<file path="config.mk">
export PLATFORM = sky130hd
export DESIGN_NAME = hex_record_parser_flat
export DESIGN_NICKNAME = d
export VERILOG_FILES = /design/src/hdl/hrp_pkg.sv /design/src/hdl/hrp_ifs.sv /design/src/hdl/hrp_in_reg.sv /design/src/hdl/hrp_parser.sv /design/src/hdl/hrp_out_reg.sv /design/src/hdl/hex_record_parser.sv /design/src/flat_wrapper.sv
export SDC_FILE = /design/constraint.sdc
export NUM_CORES = 1
export LEC_CHECK = 0
export BUFFER_PORTS_ARGS = -buffer_cell sky130_fd_sc_hd__buf_2
export CAP_MARGIN = 20
export CORE_AREA = 2 2 88 107
export CTS_CLUSTER_SIZE = 14
export DETAILED_ROUTE_END_ITERATION = 16
export DIE_AREA = 0 0 90 109
export PLACE_DENSITY = 0.74
export SYNTH_ARGS = -nofsm -noshare
export SYNTH_HDL_FRONTEND = slang
export SYNTH_SLANG_ARGS = --single-unit
</file>
<file path="constraint.sdc">
create_clock -name clk -period 3.35 [get_ports clk]
set_clock_uncertainty 0.05 [all_clocks]
set_input_delay 0.5025 -clock clk [delete_from_list [all_inputs] [get_ports clk]]
set_output_delay 0.5025 -clock clk [all_outputs]
set_load 0.02 [all_outputs]
</file>
<file path="src/hdl/hrp_pkg.sv">
// Shared types, phase codes and the hex digit decoder for the record parser.
// No dependencies.
package hrp_pkg;

  // Record layout phases
  localparam logic [2:0] PH_START = 3'd0;
  localparam logic [2:0] PH_COUNT = 3'd1;
  localparam logic [2:0] PH_ADDR  = 3'd2;
  localparam logic [2:0] PH_TYPE  = 3'd3;
  localparam logic [2:0] PH_DATA  = 3'd4;
  localparam logic [2:0] PH_CHECK = 3'd5;
  localparam logic [2:0] PH_TERM  = 3'd6;

  // Result kinds
  localparam logic KIND_DATA = 1'b0;
  localparam logic KIND_END  = 1'b1;

  // Last digit position of the address field
  localparam logic [1:0] ADDR_LAST_NIB = 2'd3;

  // ASCII codes
  localparam logic [7:0] ASCII_0 = 8'h30;
  localparam logic [7:0] ASCII_9 = 8'h39;
  localparam logic [7:0] ASCII_A = 8'h41;
  localparam logic [7:0] ASCII_F = 8'h46;
  localparam logic [7:0] HEX_TEN = 8'd10;

  typedef struct packed {
    logic        kind;
    logic [15:0] record_address;
    logic [7:0]  rec_type;
    logic [7:0]  byte_count;
    logic [7:0]  byte_index;
    logic [7:0]  value;
  } result_t;

  // Uppercase hex digit to value; anything else reads as zero
  function automatic logic [3:0] digit_value(input logic [7:0] c);
    logic [7:0] t;
    begin
      if (c >= ASCII_0 && c <= ASCII_9) begin
        t = c - ASCII_0;
      end else if (c >= ASCII_A && c <= ASCII_F) begin
        t = c - ASCII_A + HEX_TEN;
      end else begin
        t = 8'd0;
      end
      return t[3:0];
    end
  endfunction

endpackage

</file>
<file path="src/hdl/hrp_ifs.sv">
// Request channel interfaces of the record parser: characters in, results out.
// No dependencies.
interface hrp_in_if;
  logic       valid;
  logic       ready;
  logic [7:0] char_in;

  modport source (output valid, output char_in, input ready);
  modport sink   (input valid, input char_in, output ready);
endinterface

interface hrp_out_if;
  logic        valid;
  logic        ready;
  logic        kind;
  logic [15:0] record_address;
  logic [7:0]  rec_type;
  logic [7:0]  byte_count;
  logic [7:0]  byte_index;
  logic [7:0]  value;

  modport source (output valid, output kind, output record_address, output rec_type,
                  output byte_count, output byte_index, output value, input ready);
  modport sink   (input valid, input kind, input record_address, input rec_type,
                  input byte_count, input byte_index, input value, output ready);
endinterface

</file>
<file path="src/hdl/hrp_in_reg.sv">
// Input register: holds one character request until the parser consumes it.
// No package dependencies.
module hrp_in_reg (
  input  logic       clk,
  input  logic       rst_n,
  input  logic       in_valid,
  input  logic [7:0] in_char,
  output logic       in_ready,
  input  logic       take,
  output logic       held_valid,
  output logic [7:0] held_char
);

  logic       valid_r, valid_nxt;
  logic [7:0] char_r;

  // Free when empty or when the held character leaves this cycle
  assign in_ready   = !valid_r || take;
  assign held_valid = valid_r;
  assign held_char  = char_r;

  always_comb begin
    valid_nxt = valid_r;
    if (in_valid && in_ready) begin
      valid_nxt = 1'b1;
    end else if (take) begin
      valid_nxt = 1'b0;
    end
  end

  always_ff @(posedge clk) begin
    if (!rst_n) begin
      valid_r <= 1'b0;
    end else begin
      valid_r <= valid_nxt;
    end
  end

  always_ff @(posedge clk) begin
    if (in_valid && in_ready) begin
      char_r <= in_char;
    end
  end

endmodule

</file>
<file path="src/hdl/hrp_parser.sv">
// Record layout tracker: field registers, digit assembly and result forming.
// Depends on hrp_pkg.
module hrp_parser (
  input  logic            clk,
  input  logic            rst_n,
  input  logic            step,
  input  logic [7:0]      char_in,
  output logic            emit,
  output hrp_pkg::result_t res
);

  logic [2:0]  phase_r, phase_nxt;
  logic [1:0]  nib_r, nib_nxt;
  logic [7:0]  count_r, count_nxt;
  logic [15:0] addr_r, addr_nxt;
  logic [7:0]  type_r, type_nxt;
  logic [7:0]  index_r, index_nxt;
  logic [3:0]  high_r, high_nxt;

  logic [3:0]  d;
  logic [7:0]  byte_val;
  logic [7:0]  index_inc;
  logic        second;

  assign d         = hrp_pkg::digit_value(char_in);
  assign byte_val  = {high_r, d};
  assign index_inc = index_r + 8'd1;
  assign second    = nib_r[0];

  // Next field state and result for the current character
  always_comb begin
    phase_nxt = phase_r;
    nib_nxt   = nib_r;
    count_nxt = count_r;
    addr_nxt  = addr_r;
    type_nxt  = type_r;
    index_nxt = index_r;
    high_nxt  = high_r;
    emit      = 1'b0;
    res.kind           = hrp_pkg::KIND_DATA;
    res.record_address = addr_r;
    res.rec_type       = type_r;
    res.byte_count     = count_r;
    res.byte_index     = index_r;
    res.value          = byte_val;

    unique case (phase_r)
      hrp_pkg::PH_COUNT: begin
        if (!second) begin
          high_nxt = d;
          nib_nxt  = 2'd1;
        end else begin
          count_nxt = byte_val;
          nib_nxt   = 2'd0;
          phase_nxt = hrp_pkg::PH_ADDR;
        end
      end
      hrp_pkg::PH_ADDR: begin
        addr_nxt = {addr_r[11:0], d};
        if (nib_r == hrp_pkg::ADDR_LAST_NIB) begin
          nib_nxt   = 2'd0;
          phase_nxt = hrp_pkg::PH_TYPE;
        end else begin
          nib_nxt = nib_r + 2'd1;
        end
      end
      hrp_pkg::PH_TYPE: begin
        if (!second) begin
          high_nxt = d;
          nib_nxt  = 2'd1;
        end else begin
          type_nxt  = byte_val;
          nib_nxt   = 2'd0;
          index_nxt = 8'd0;
          phase_nxt = (count_r == 8'd0) ? hrp_pkg::PH_CHECK : hrp_pkg::PH_DATA;
        end
      end
      hrp_pkg::PH_DATA: begin
        if (!second) begin
          high_nxt = d;
          nib_nxt  = 2'd1;
        end else begin
          nib_nxt   = 2'd0;
          emit      = 1'b1;
          index_nxt = index_inc;
          if (index_inc == count_r) begin
            phase_nxt = hrp_pkg::PH_CHECK;
          end
        end
      end
      hrp_pkg::PH_CHECK: begin
        if (!second) begin
          high_nxt = d;
          nib_nxt  = 2'd1;
        end else begin
          nib_nxt        = 2'd0;
          emit           = 1'b1;
          res.kind       = hrp_pkg::KIND_END;
          res.byte_index = 8'd0;
          phase_nxt      = hrp_pkg::PH_TERM;
        end
      end
      hrp_pkg::PH_TERM: begin
        phase_nxt = hrp_pkg::PH_START;
      end
      // Start character, and the unused code
      default: begin
        nib_nxt   = 2'd0;
        addr_nxt  = 16'd0;
        phase_nxt = hrp_pkg::PH_COUNT;
      end
    endcase
  end

  always_ff @(posedge clk) begin
    if (!rst_n) begin
      phase_r <= hrp_pkg::PH_START;
      nib_r   <= 2'd0;
      count_r <= 8'd0;
      addr_r  <= 16'd0;
      type_r  <= 8'd0;
      index_r <= 8'd0;
      high_r  <= 4'd0;
    end else if (step) begin
      phase_r <= phase_nxt;
      nib_r   <= nib_nxt;
      count_r <= count_nxt;
      addr_r  <= addr_nxt;
      type_r  <= type_nxt;
      index_r <= index_nxt;
      high_r  <= high_nxt;
    end
  end

endmodule

</file>
<file path="src/hdl/hrp_out_reg.sv">
// Result register: holds one result request until the sink takes it.
// Depends on hrp_pkg.
module hrp_out_reg (
  input  logic             clk,
  input  logic             rst_n,
  input  logic             load,
  input  hrp_pkg::result_t res_in,
  input  logic             out_ready,
  output logic             out_valid,
  output logic             free,
  output hrp_pkg::result_t res_out
);

  logic             valid_r, valid_nxt;
  hrp_pkg::result_t res_r;

  assign free      = !valid_r || out_ready;
  assign out_valid = valid_r;
  assign res_out   = res_r;

  always_comb begin
    valid_nxt = valid_r;
    if (load) begin
      valid_nxt = 1'b1;
    end else if (out_ready) begin
      valid_nxt = 1'b0;
    end
  end

  always_ff @(posedge clk) begin
    if (!rst_n) begin
      valid_r <= 1'b0;
    end else begin
      valid_r <= valid_nxt;
    end
  end

  always_ff @(posedge clk) begin
    if (load) begin
      res_r <= res_in;
    end
  end

endmodule

</file>
<file path="src/hdl/hex_record_parser.sv">
// Top level of the hex-text record parser.
// Depends on hrp_pkg, hrp_ifs, hrp_in_reg, hrp_parser, hrp_out_reg.
//
//   channel   | dir | payload                                          | per request
//   in_chan   | in  | char_in                                          | one character
//   out_chan  | out | kind, record_address, rec_type, byte_count,      | zero or one
//             |     | byte_index, value                                | result
//
// One character per cycle sustained while the result register has room: each
// character is held in the input register, then the field update and result
// forming take one pass into the result register.
// Synchronous active-low reset clears the layout state and both valid flags.
// A stalled result holds only characters that would produce a result; other
// characters keep flowing through the layout tracker meanwhile.
module hex_record_parser (
  input  logic         clk,
  input  logic         rst_n,
  hrp_in_if.sink       in_chan,
  hrp_out_if.source    out_chan
);

  logic             held_valid;
  logic [7:0]       held_char;
  logic             take;
  logic             emit;
  logic             out_free;
  hrp_pkg::result_t res;
  hrp_pkg::result_t res_q;

  // A held character moves on unless its result would find the output full
  assign take = held_valid && (!emit || out_free);

  hrp_in_reg u_in_reg (
    .clk        (clk),
    .rst_n      (rst_n),
    .in_valid   (in_chan.valid),
    .in_char    (in_chan.char_in),
    .in_ready   (in_chan.ready),
    .take       (take),
    .held_valid (held_valid),
    .held_char  (held_char)
  );

  hrp_parser u_parser (
    .clk     (clk),
    .rst_n   (rst_n),
    .step    (take),
    .char_in (held_char),
    .emit    (emit),
    .res     (res)
  );

  hrp_out_reg u_out_reg (
    .clk       (clk),
    .rst_n     (rst_n),
    .load      (take && emit),
    .res_in    (res),
    .out_ready (out_chan.ready),
    .out_valid (out_chan.valid),
    .free      (out_free),
    .res_out   (res_q)
  );

  assign out_chan.kind           = res_q.kind;
  assign out_chan.record_address = res_q.record_address;
  assign out_chan.rec_type       = res_q.rec_type;
  assign out_chan.byte_count     = res_q.byte_count;
  assign out_chan.byte_index     = res_q.byte_index;
  assign out_chan.value          = res_q.value;

endmodule

</file>
<file path="src/flat_wrapper.sv">
// flat-port wrapper written by rule: the top's interface ports become plain ports
module hex_record_parser_flat 
  (clk, rst_n, in_chan_valid, in_chan_char_in, in_chan_ready, out_chan_valid, out_chan_kind, out_chan_record_address, out_chan_rec_type, out_chan_byte_count, out_chan_byte_index, out_chan_value, out_chan_ready);
  hrp_in_if in_chan_i ();
  hrp_out_if out_chan_i ();
  input  logic clk;
  input  logic rst_n;
  input wire logic [$bits(in_chan_i.valid)-1:0] in_chan_valid;
  input wire logic [$bits(in_chan_i.char_in)-1:0] in_chan_char_in;
  output wire logic [$bits(in_chan_i.ready)-1:0] in_chan_ready;
  output wire logic [$bits(out_chan_i.valid)-1:0] out_chan_valid;
  output wire logic [$bits(out_chan_i.kind)-1:0] out_chan_kind;
  output wire logic [$bits(out_chan_i.record_address)-1:0] out_chan_record_address;
  output wire logic [$bits(out_chan_i.rec_type)-1:0] out_chan_rec_type;
  output wire logic [$bits(out_chan_i.byte_count)-1:0] out_chan_byte_count;
  output wire logic [$bits(out_chan_i.byte_index)-1:0] out_chan_byte_index;
  output wire logic [$bits(out_chan_i.value)-1:0] out_chan_value;
  input wire logic [$bits(out_chan_i.ready)-1:0] out_chan_ready;
  assign in_chan_i.valid = in_chan_valid;
  assign in_chan_i.char_in = in_chan_char_in;
  assign in_chan_ready = in_chan_i.ready;
  assign out_chan_valid = out_chan_i.valid;
  assign out_chan_kind = out_chan_i.kind;
  assign out_chan_record_address = out_chan_i.record_address;
  assign out_chan_rec_type = out_chan_i.rec_type;
  assign out_chan_byte_count = out_chan_i.byte_count;
  assign out_chan_byte_index = out_chan_i.byte_index;
  assign out_chan_value = out_chan_i.value;
  assign out_chan_i.ready = out_chan_ready;
  hex_record_parser u_core (.clk(clk), .rst_n(rst_n), .in_chan(in_chan_i), .out_chan(out_chan_i));
endmodule
</file>
==> impl_metrics.toml, run 1 <==
[global_routing]
overflow = 0
grt_max_degree = 50
antenna_found_initial = 0
grt_pass1_vias = 2689
grt_pass1_wl_um = 12900
grt.total_usage_pct = 16.9

[timing]
fin_tns_setup_ns = 0
min_period_ns = 2.27
finalSetupViolations = 0
grt_setup_unrepaired = "no"
period_share_pct = 67.7
setup_slack_ns = 1.08
final_hold_viol_count = 0
slew_viol_final = 0
relSlewSlack_pct = 55.6
max_freq_mhz = 441
worst_slew_pin_slew_ns = 0.662

[route]
wl_um = 8040
met2_length_um = 4070
remaining_drc_errors = 0
vias = 2996
routedWlPerCell_um = 14.2
wl_met3_um = 317
drt_iter0_drc = 155
maxUsedRoutingLayer = "met4"
ant_nets = 0
drt-met1-wl_um = 3500
drtPass1Iterations = 4
via_per_inst = 5.27

[synth]
synth_ff_type = "edfxtp_1"
synth_edf_count = 57
synth_fp_nets = 404
synth_largest_area_cell = "edfxtp_1"
ys_ff_latch = 108
synth_area_mm2 = 0.00436
synth.area.top_cells = "edfxtp_1 (39%), dfxtp_1 (23%), a21oi_1 (4.7%)"
yosysSeqAreaShare_pct = 62.7
async_flop_share_pct = 0
synth.distinct_cells = 51
synth_cells = 386
post_synth.cell_area_avg_um2 = 11.3
yosys_warnings = 0
synth_top_area_share_pct = 39.3

[clocking]
cts.sinks = 108
postCtsHoldBufs = 0
cts_repair_resize_count = 0
post_cts_buffers = 0
cts_tree = "built"
path_clk_slew_ns = 0.10
cts_buffer_depth = 2
htree_levels = 3
cts_root_buf = "clkbuf_8"
cts_inserted_buffers = 9
clk_latency_ns = 0.37

[outcome]
status = "finished clean"

[floorplanning]
pin_count = 63
die_w_um = 90
core_area_mm2 = 0.00884
die_area_mm2 = 0.00981
start_util_pct = 49.3
rows = 38
dieHeight_um = 109

[final_layout]
layout-drive-gt1-share_pct = 20.3
final_cell_mix = "buf_2 (62), edfxtp_1 (57), dfxtp_1 (51)"
antenna_cells = 0
fin_nets = 461
final_common_cell = "buf_2"
area_growth_pct = 13.7

[setup_path]
cp.required_ns = 2.80
start_kind = "flip-flop"
endpoint_kind = "output port"
arrival_ns = 1.71
crit_slowest_cell = "dfxtp_1"
path_max_fanout = 10
slowest_delay_ns = 0.56
path_cells = "and2b_2 -> nand3_1 -> nor2_1 -> inv_1 -> buf_2"
crit_type = "reg2out"

[min_path]
hold_path_class = "in2reg"

[power_and_ir_drop]
power.leakage_nw = 1.79
p_per_area_mw_per_mm2 = 455
peakVddDrop_v = 0.000182

[place]
dp_hpwl_um = 5520
pre_cts_slack_ns = 1.17
place_congestion = 0.939
portBuffers = 62

[job]
maxCapViolations = 0
[critical path, delay by kind of cell, from the launching register on]
kind / cells / cell delay (ns)
AND/OR/NAND/NOR: 3 / 0.57
flip-flops: 1 / 0.56
buffers and inverters: 2 / 0.20
[report_power, final]
part	internal [W]	switching (W)
logic	0.0000240	0.0000423
clock network	0.000343	0.000442
registers	0.00139	0.0000140
total	0.00176	0.000498
[stage by stage]
| step | utilization, % | cell area, µm² | power, W | cells | hold slack, ns |
|---|---|---|---|---|---|
| 2_1_floorplan | - | 4360 | 0.00148 | 386 | 0.358 |
| 3_3_place_gp | 53.7 | 4740 | 0.00150 | 551 | 0.366 |
| 3_5_place_dp | 53.7 | 4740 | 0.00150 | 551 | 0.370 |
| 4_1_cts | 55.9 | 4950 | 0.00226 | 567 | 0.236 |
| 5_1_grt | 56.0 | 4950 | 0.00233 | 568 | 0.224 |
| 6_report | 56.0 | 4950 | 0.00226 | 568 | 0.249 |
[worst paths after layout]
check                                           from                                     end  slack [ns]  cells past startpoint
min reg2reg  u_core.u_parser.addr_r[12]$_SDFFE_PN0P_  u_core.u_out_reg.res_out[44]$_DFFE_PP_        0.39                      0
max            u_core.u_parser.nib_r[0]$_SDFFE_PN0P_                           in_chan_ready        1.08                      5
max reg2reg  u_core.u_parser.phase_r[1]$_SDFFE_PN0P_  u_core.u_out_reg.res_out[13]$_DFFE_PP_        1.16                      4
min                               in_chan_char_in[6]  u_core.u_in_reg.held_char[6]$_DFFE_PP_        0.25                      1
[cell usage after synthesis, drive strengths merged (3+ instances only)]
master	count
xnor2	6
edfxtp	57
a21oi	42
nand2	31
nor2	35
nand2b	5
dfxtp	51
a2bb2oi	3
buf	10
or3b	3
nor2b	10
o21ai	12
and3	4
or3	8
nand3	21
and2	11
clkbuf	9
a31oi	3
nor4	4
nand3b	3
ha	6
a211oi	11
xor2	3
inv	12
[kinds of logic after synthesis]
kind of cell	synth area share, %
and+or+nand+nor	17.5
DFF	62.7
muxes	0.460
buffers and inverters	3.19
adders and majority gates	1.72
xor gates and xnor gates	1.81
AOI/OAI and AO/OA	12.6
[routing by layer]
layer  GRT usage [%]  up-vias
met4            6.26        0
met5               0        -
met2            28.0       69
met3            5.11       11
met1            21.0     1412
li1                -     1504
[state kept, by name, indices dropped and copies added, names as in the netlist]
register                    count
u_core.u_out_reg.res_out       49
u_core.u_parser.addr_r         16
u_core.u_in_reg.held_char       8
u_core.u_parser.count_r         8
u_core.u_parser.index_r         8
u_core.u_parser.type_r          8
u_core.u_parser.high_r          4
u_core.u_parser.phase_r         3
u_core.u_parser.nib_r           2
u_core.u_in_reg.held_valid      1
u_core.u_out_reg.out_valid      1
[layout make-up]
cell class	instances	area (µm²)
Inverter	12	45.0
Clock buffer	11	163
Multi-Input combinational cell	247	1490
Sequential cell	108	2730
Clock inverter	5	38.8
Fill cell	773	3890
Tap cell	120	150
Timing Repair Buffer	65	333
Note: power is estimated with default switching activity, not from simulation.
==> run 2: changes to the inputs <==
Clock period 3.35 ns to 2 ns, I/O delays scaled along.
==> run 2 against run 1 <==
Effect of this change: highest routed layer unchanged; sequential cell count is the same; non-clock buffer count grew 12; final area increased by 3.1%.
==> impl_metrics.toml, run 2 (synthesized netlist as in run 1, its figures left out) <==
[final_layout]
largest_reg_flops = 49
fillers = 778
final_cell_mix = "buf_2 (62), edfxtp_1 (57), dfxtp_1 (48)"
final_util_pct = 57.8
antenna_cells = 0
area_growth_pct = 17.3
final_cells = 580
layout-drive-gt1-share_pct = 24.8
fin_nets = 473
final_common_cell = "buf_2"

[route]
drtPass1Iterations = 4
wl_um = 8000
vias = 3024
ant_nets = 0
via_per_inst = 5.21
drt_iter0_drc = 131
remaining_drc_errors = 0
routedWlPerCell_um = 13.8

[setup_path]
path_cells = "inv_1 -> ha_1 -> o21bai_2 -> a21oi_2 -> o21ba_2 -> or3_1 -> a21oi_1"
cp.required_ns = 2.25
cp_num_buf_inv = 1
crit_type = "reg2reg"
start_kind = "flip-flop"
critical-path-top-delay-family = "compound AO/OA/AOI/OAI gates"
crit_slowest_cell = "edfxtp_1"
slowest_delay_ns = 0.44
path_max_fanout = 5
arrival_ns = 2.17
critPathLaunch = "u_core.u_in_reg.held_char[1]$_DFFE_PP_"
endpoint_kind = "flip-flop"
worstReg2RegStart = "u_core.u_in_reg.held_char[1]$_DFFE_PP_"

[global_routing]
grt_pass1_vias = 2715
grt.total_usage_pct = 16.7
grt_pass1_wl_um = 13000
grt_max_degree = 51
overflow = 0
antenna_found_initial = 0

[timing]
final_hold_viol_count = 0
worst_slew_pin_slew_ns = 0.659
min_period_ns = 1.91
relSlewSlack_pct = 56.1
holdWs_ns = 0.0452
max_freq_mhz = 522
period_share_pct = 95.7
fin_tns_setup_ns = 0
slew_viol_final = 0
finalSetupViolations = 0
grt_setup_unrepaired = "no"

[floorplanning]
rows = 38
die_area_mm2 = 0.00981
start_util_pct = 49.3
pin_count = 63
die_w_um = 90
dieHeight_um = 109
core_area_mm2 = 0.00884

[clocking]
postCtsHoldBufs = 0
cts_buffer_depth = 2
cts_tree = "built"
path_clk_slew_ns = 0.09
cts_inserted_buffers = 9
htree_levels = 3
clk_latency_ns = 0.37
cts_root_buf = "clkbuf_8"
cts.sinks = 108

[power_and_ir_drop]
power.share.combinational_pct = 3.2
peakVddDrop_v = 0.000347
p_seq_share_pct = 60.3
power.share.clock_pct = 36.5
power.leakage_nw = 1.85
p_sw_share_pct = 21.1
p_int_w = 0.00308
p_switching_w = 0.000826
power_w = 0.00391
p_per_area_mw_per_mm2 = 764

[place]
portBuffers = 62
dp_hpwl_um = 5580
dp_cells = 563
place_congestion = 0.844

[min_path]
hold_path_class = "in2reg"
hp-start = "in_chan_char_in[4]"

[job]
maxCapViolations = 0

[outcome]
status = "finished clean"
run 2: path summary, 6_finish.rpt:
check	to	slack, ns	cells past startpoint
worst min-delay path	u_core.u_in_reg.held_char[4]$_DFFE_PP_	0.05	1
worst max register to register	u_core.u_parser.addr_r[3]$_SDFFE_PN0P_	0.09	7
worst min register to register	u_core.u_out_reg.res_out[29]$_DFFE_PP_	0.39	0
worst max-delay path	u_core.u_parser.addr_r[3]$_SDFFE_PN0P_	0.09	7
run 2: final cells by class:
type                            count  area [µm²]  share of cell area (%)
Tap cell                          120         150                    2.94
Multi-Input combinational cell    247        1520                    29.7
Clock inverter                      5        61.3                    1.20
Inverter                           12        45.0                   0.882
Timing Repair Buffer               77         435                    8.52
Sequential cell                   108        2740                    53.6
Clock buffer                       11         163                    3.18
run 2: stage by stage:
| stage | area (µm²) | worst slack, ns |
|---|---|---|
| floorplan | 4370 | -0.00802 |
| global placement | 4850 | 0.141 |
| detailed placement | 4850 | 0.0544 |
| CTS | 5090 | 0.0193 |
| global route | 5110 | 0.000257 |
| finish | 5110 | 0.0861 |
run 2: power by group through the flow:
stage	Sequential, W	Clock, W	Combinational (W)
after global routing	0.00236	0.00154	0.000138
after floorplan	0.00239	0	0.0000892
final	0.00235	0.00143	0.000125
after detailed placement	0.00240	0	0.000117
after global placement	0.00240	0	0.000115
after CTS	0.00235	0.00146	0.000121
run 2: what timing repair did:
item                       CTS  global route
resized for setup            1             8
hold endpoints to repair     0             0
setup buffers                1             0
setup endpoints to repair    1            20
run 2: layer usage:
| layer | wire length (µm) | global-route usage [%] | part of all wire, % |
|---|---|---|---|
| met2 | 3990 | 29.1 | 50 |
| met1 | 3530 | 20.0 | 44 |
| met4 | 117 | 6.15 | 1.5 |
| met3 | 356 | 4.70 | 4.5 |
| met5 | 0 | 0 | 0 |
==> run 3: changes to the inputs <==
Settings changed: BUFFER_PORTS_ARGS -buffer_cell sky130_fd_sc_hd__buf_2 to not set, CORE_AREA 2 2 88 107 to 2 2 84 102, DIE_AREA 0 0 90 109 to 0 0 86 104, DONT_BUFFER_PORTS set to 1, PLACE_DENSITY 0.74 to 0.73.
==> run 3 against run 2 <==
Effect of this change: sequential share of layout area increased by 2.6 points; combinational power up 9%; setup slack lost 0.011 ns; critical endpoint is now u_core.u_parser.type_r[3]$_SDFFE_PN0P_; highest routed layer unchanged.
==> impl_metrics.toml, run 3 (synthesized netlist as in run 1, its figures left out) <==
[timing]
min_period_ns = 1.93
slew_viol_final = 0
relSlewSlack_pct = 58.6
period_share_pct = 96.3
worst_slew_pin_slew_ns = 0.621
grt_setup_unrepaired = "no"
fin_tns_setup_ns = 0
finalSetupViolations = 0
setup_slack_ns = 0.0746
final_hold_viol_count = 0
max_freq_mhz = 519

[setup_path]
arrival_ns = 2.18
timing.reg2reg.setup_slack_ns = 0.07
crit_type = "reg2reg"
path_max_fanout = 5
cp.required_ns = 2.26
slowest_delay_ns = 0.43
endpoint_kind = "flip-flop"
crit_top_cell = "a21oi_2"
start_kind = "flip-flop"
rr_worst_depth = 7
worstReg2RegStart = "u_core.u_in_reg.held_char[1]$_DFFE_PP_"
path_cells = "inv_1 -> ha_1 -> o21bai_2 -> a21oi_2 -> o21ba_2 -> or3_1 -> a21oi_2"
rr_endpoint = "u_core.u_parser.type_r[3]$_SDFFE_PN0P_"
crit_slowest_cell = "edfxtp_1"

[floorplanning]
die_w_um = 86
core_area_mm2 = 0.00797
dieHeight_um = 104
pin_count = 63
die_area_mm2 = 0.00894
rows = 36
start_util_pct = 54.6

[global_routing]
grt.total_usage_pct = 18.5
grt_pass1_vias = 2742
overflow = 0
antenna_found_initial = 0
grt_max_degree = 43
grt_pass1_wl_um = 13100

[place]
dp_hpwl_um = 5480
portBuffers = 0
place_congestion = 0.883
pre_cts_slack_ns = -0.00111

[clocking]
cts_tree = "built"
cts_buffer_depth = 2
path_clk_slew_ns = 0.10
cts_root_buf = "clkbuf_8"
htree_levels = 3
cts.sinks = 108
clk_latency_ns = 0.37
cts_inserted_buffers = 9

[job]
maxCapViolations = 0

[final_layout]
area_growth_pct = 11.9
final_cell_mix = "edfxtp_1 (57), dfxtp_1 (49), a21oi_1 (38)"
largest_reg_flops = 49
final_common_cell = "edfxtp_1"
fin_nets = 423
layout-drive-gt1-share_pct = 13.2
antenna_cells = 0

[route]
vias = 2883
routedWlPerCell_um = 15.7
remaining_drc_errors = 0
ant_nets = 0
via_per_inst = 5.71
wl_um = 7920
drtPass1Iterations = 4
drt_iter0_drc = 138

[power_and_ir_drop]
power.leakage_nw = 1.66
p_per_area_mw_per_mm2 = 768
peakVddDrop_v = 0.000344

[min_path]
hold_path_class = "in2reg"
hold_path_end = "u_core.u_parser.nib_r[0]$_SDFFE_PN0P_"
hp-start = "rst_n"
whs_path_depth = 2

[outcome]
status = "finished clean"
[run 3: cell count changes in the layout (fill, tap and decap cells not counted), sizes merged]
cell	change
buf	-59
bufinv	-1
clkbuf	+1
clkinvlp	+1
dlygate4sd3	+9
inv	-1
[run 3: worst max path at each step]
stage,endpoint,depth (start not counted),startpoint,slack (ns)
final,u_core.u_parser.type_r[3]$_SDFFE_PN0P_,7,u_core.u_in_reg.held_char[1]$_DFFE_PP_,0.07
after global routing,u_core.u_parser.type_r[3]$_SDFFE_PN0P_,7,u_core.u_in_reg.held_char[1]$_DFFE_PP_,0.0008
after CTS,u_core.u_parser.type_r[3]$_SDFFE_PN0P_,7,u_core.u_in_reg.held_char[0]$_DFFE_PP_,0.02
after detailed placement,u_core.u_out_reg.res_out[2]$_DFFE_PP_,7,u_core.u_in_reg.held_char[0]$_DFFE_PP_,-0.001
after global placement,u_core.u_out_reg.res_out[2]$_DFFE_PP_,7,u_core.u_in_reg.held_char[0]$_DFFE_PP_,0.08
after floorplan,u_core.u_out_reg.res_out[0]$_DFFE_PP_,4,u_core.u_parser.nib_r[0]$_SDFFE_PN0P_,-0.008
[run 3: layout make-up]
type,count,area [µm²]
clock buffer,12,156
clock inverter,4,30.0
fill,624,3100
inverter,12,45.0
multi-input combinational,247,1530
sequential,108,2740
tap,95,119
timing repair buffer,27,263
[run 3: per-stage QoR]
step	instance area, µm²	hold WS, ns	utilization [%]	total power [W]	instances
floorplan	4370	0.349	-	0.00248	386
global placement	4560	0.349	57.2	0.00251	479
detailed placement	4560	0.349	57.2	0.00251	479
CTS	4840	0.0106	60.7	0.00375	504
global route	4870	0.0287	61.1	0.00386	505
finish	4870	0.0266	61.1	0.00374	505
[run 3: repair_timing]
action | in CTS | in global routing
setup buffers | 0 | 1
endpoints found under the hold margin | 9 | 0
gates resized for setup | 1 | 9
pin swaps | 0 | 2
setup endpoints to repair | 1 | 25
hold buffers | 9 | 0
[run 3: critical path, delay by kind of cell, from the launching register on]
kind / cells / cell delay, ns
flops: 1 / 0.43
buf+inv: 1 / 0.08
simple gates: 1 / 0.41
fa+ha+maj: 1 / 0.22
compound gates: 4 / 0.68
[run 3: layer usage]
| metal | up-vias | part of all wire, % | track usage (%) |
|---|---|---|---|
| li1 | 1426 | - | - |
| met4 | 0 | 1.9 | 7.60 |
| met3 | 12 | 2.7 | 3.89 |
| met2 | 67 | 50 | 30.1 |
| met5 | - | 0 | 0 |
| met1 | 1378 | 46 | 23.7 |
[run 3: report_power, final]
group / switching (W) / leakage (nW) / internal, W / total, W
registers: 0.0000215 / 0.930 / 0.00233 / 0.00235
clock network: 0.000720 / 0.0925 / 0.000537 / 0.00126
logic: 0.0000773 / 0.637 / 0.0000584 / 0.000136
total: 0.000819 / 1.66 / 0.00292 / 0.00374
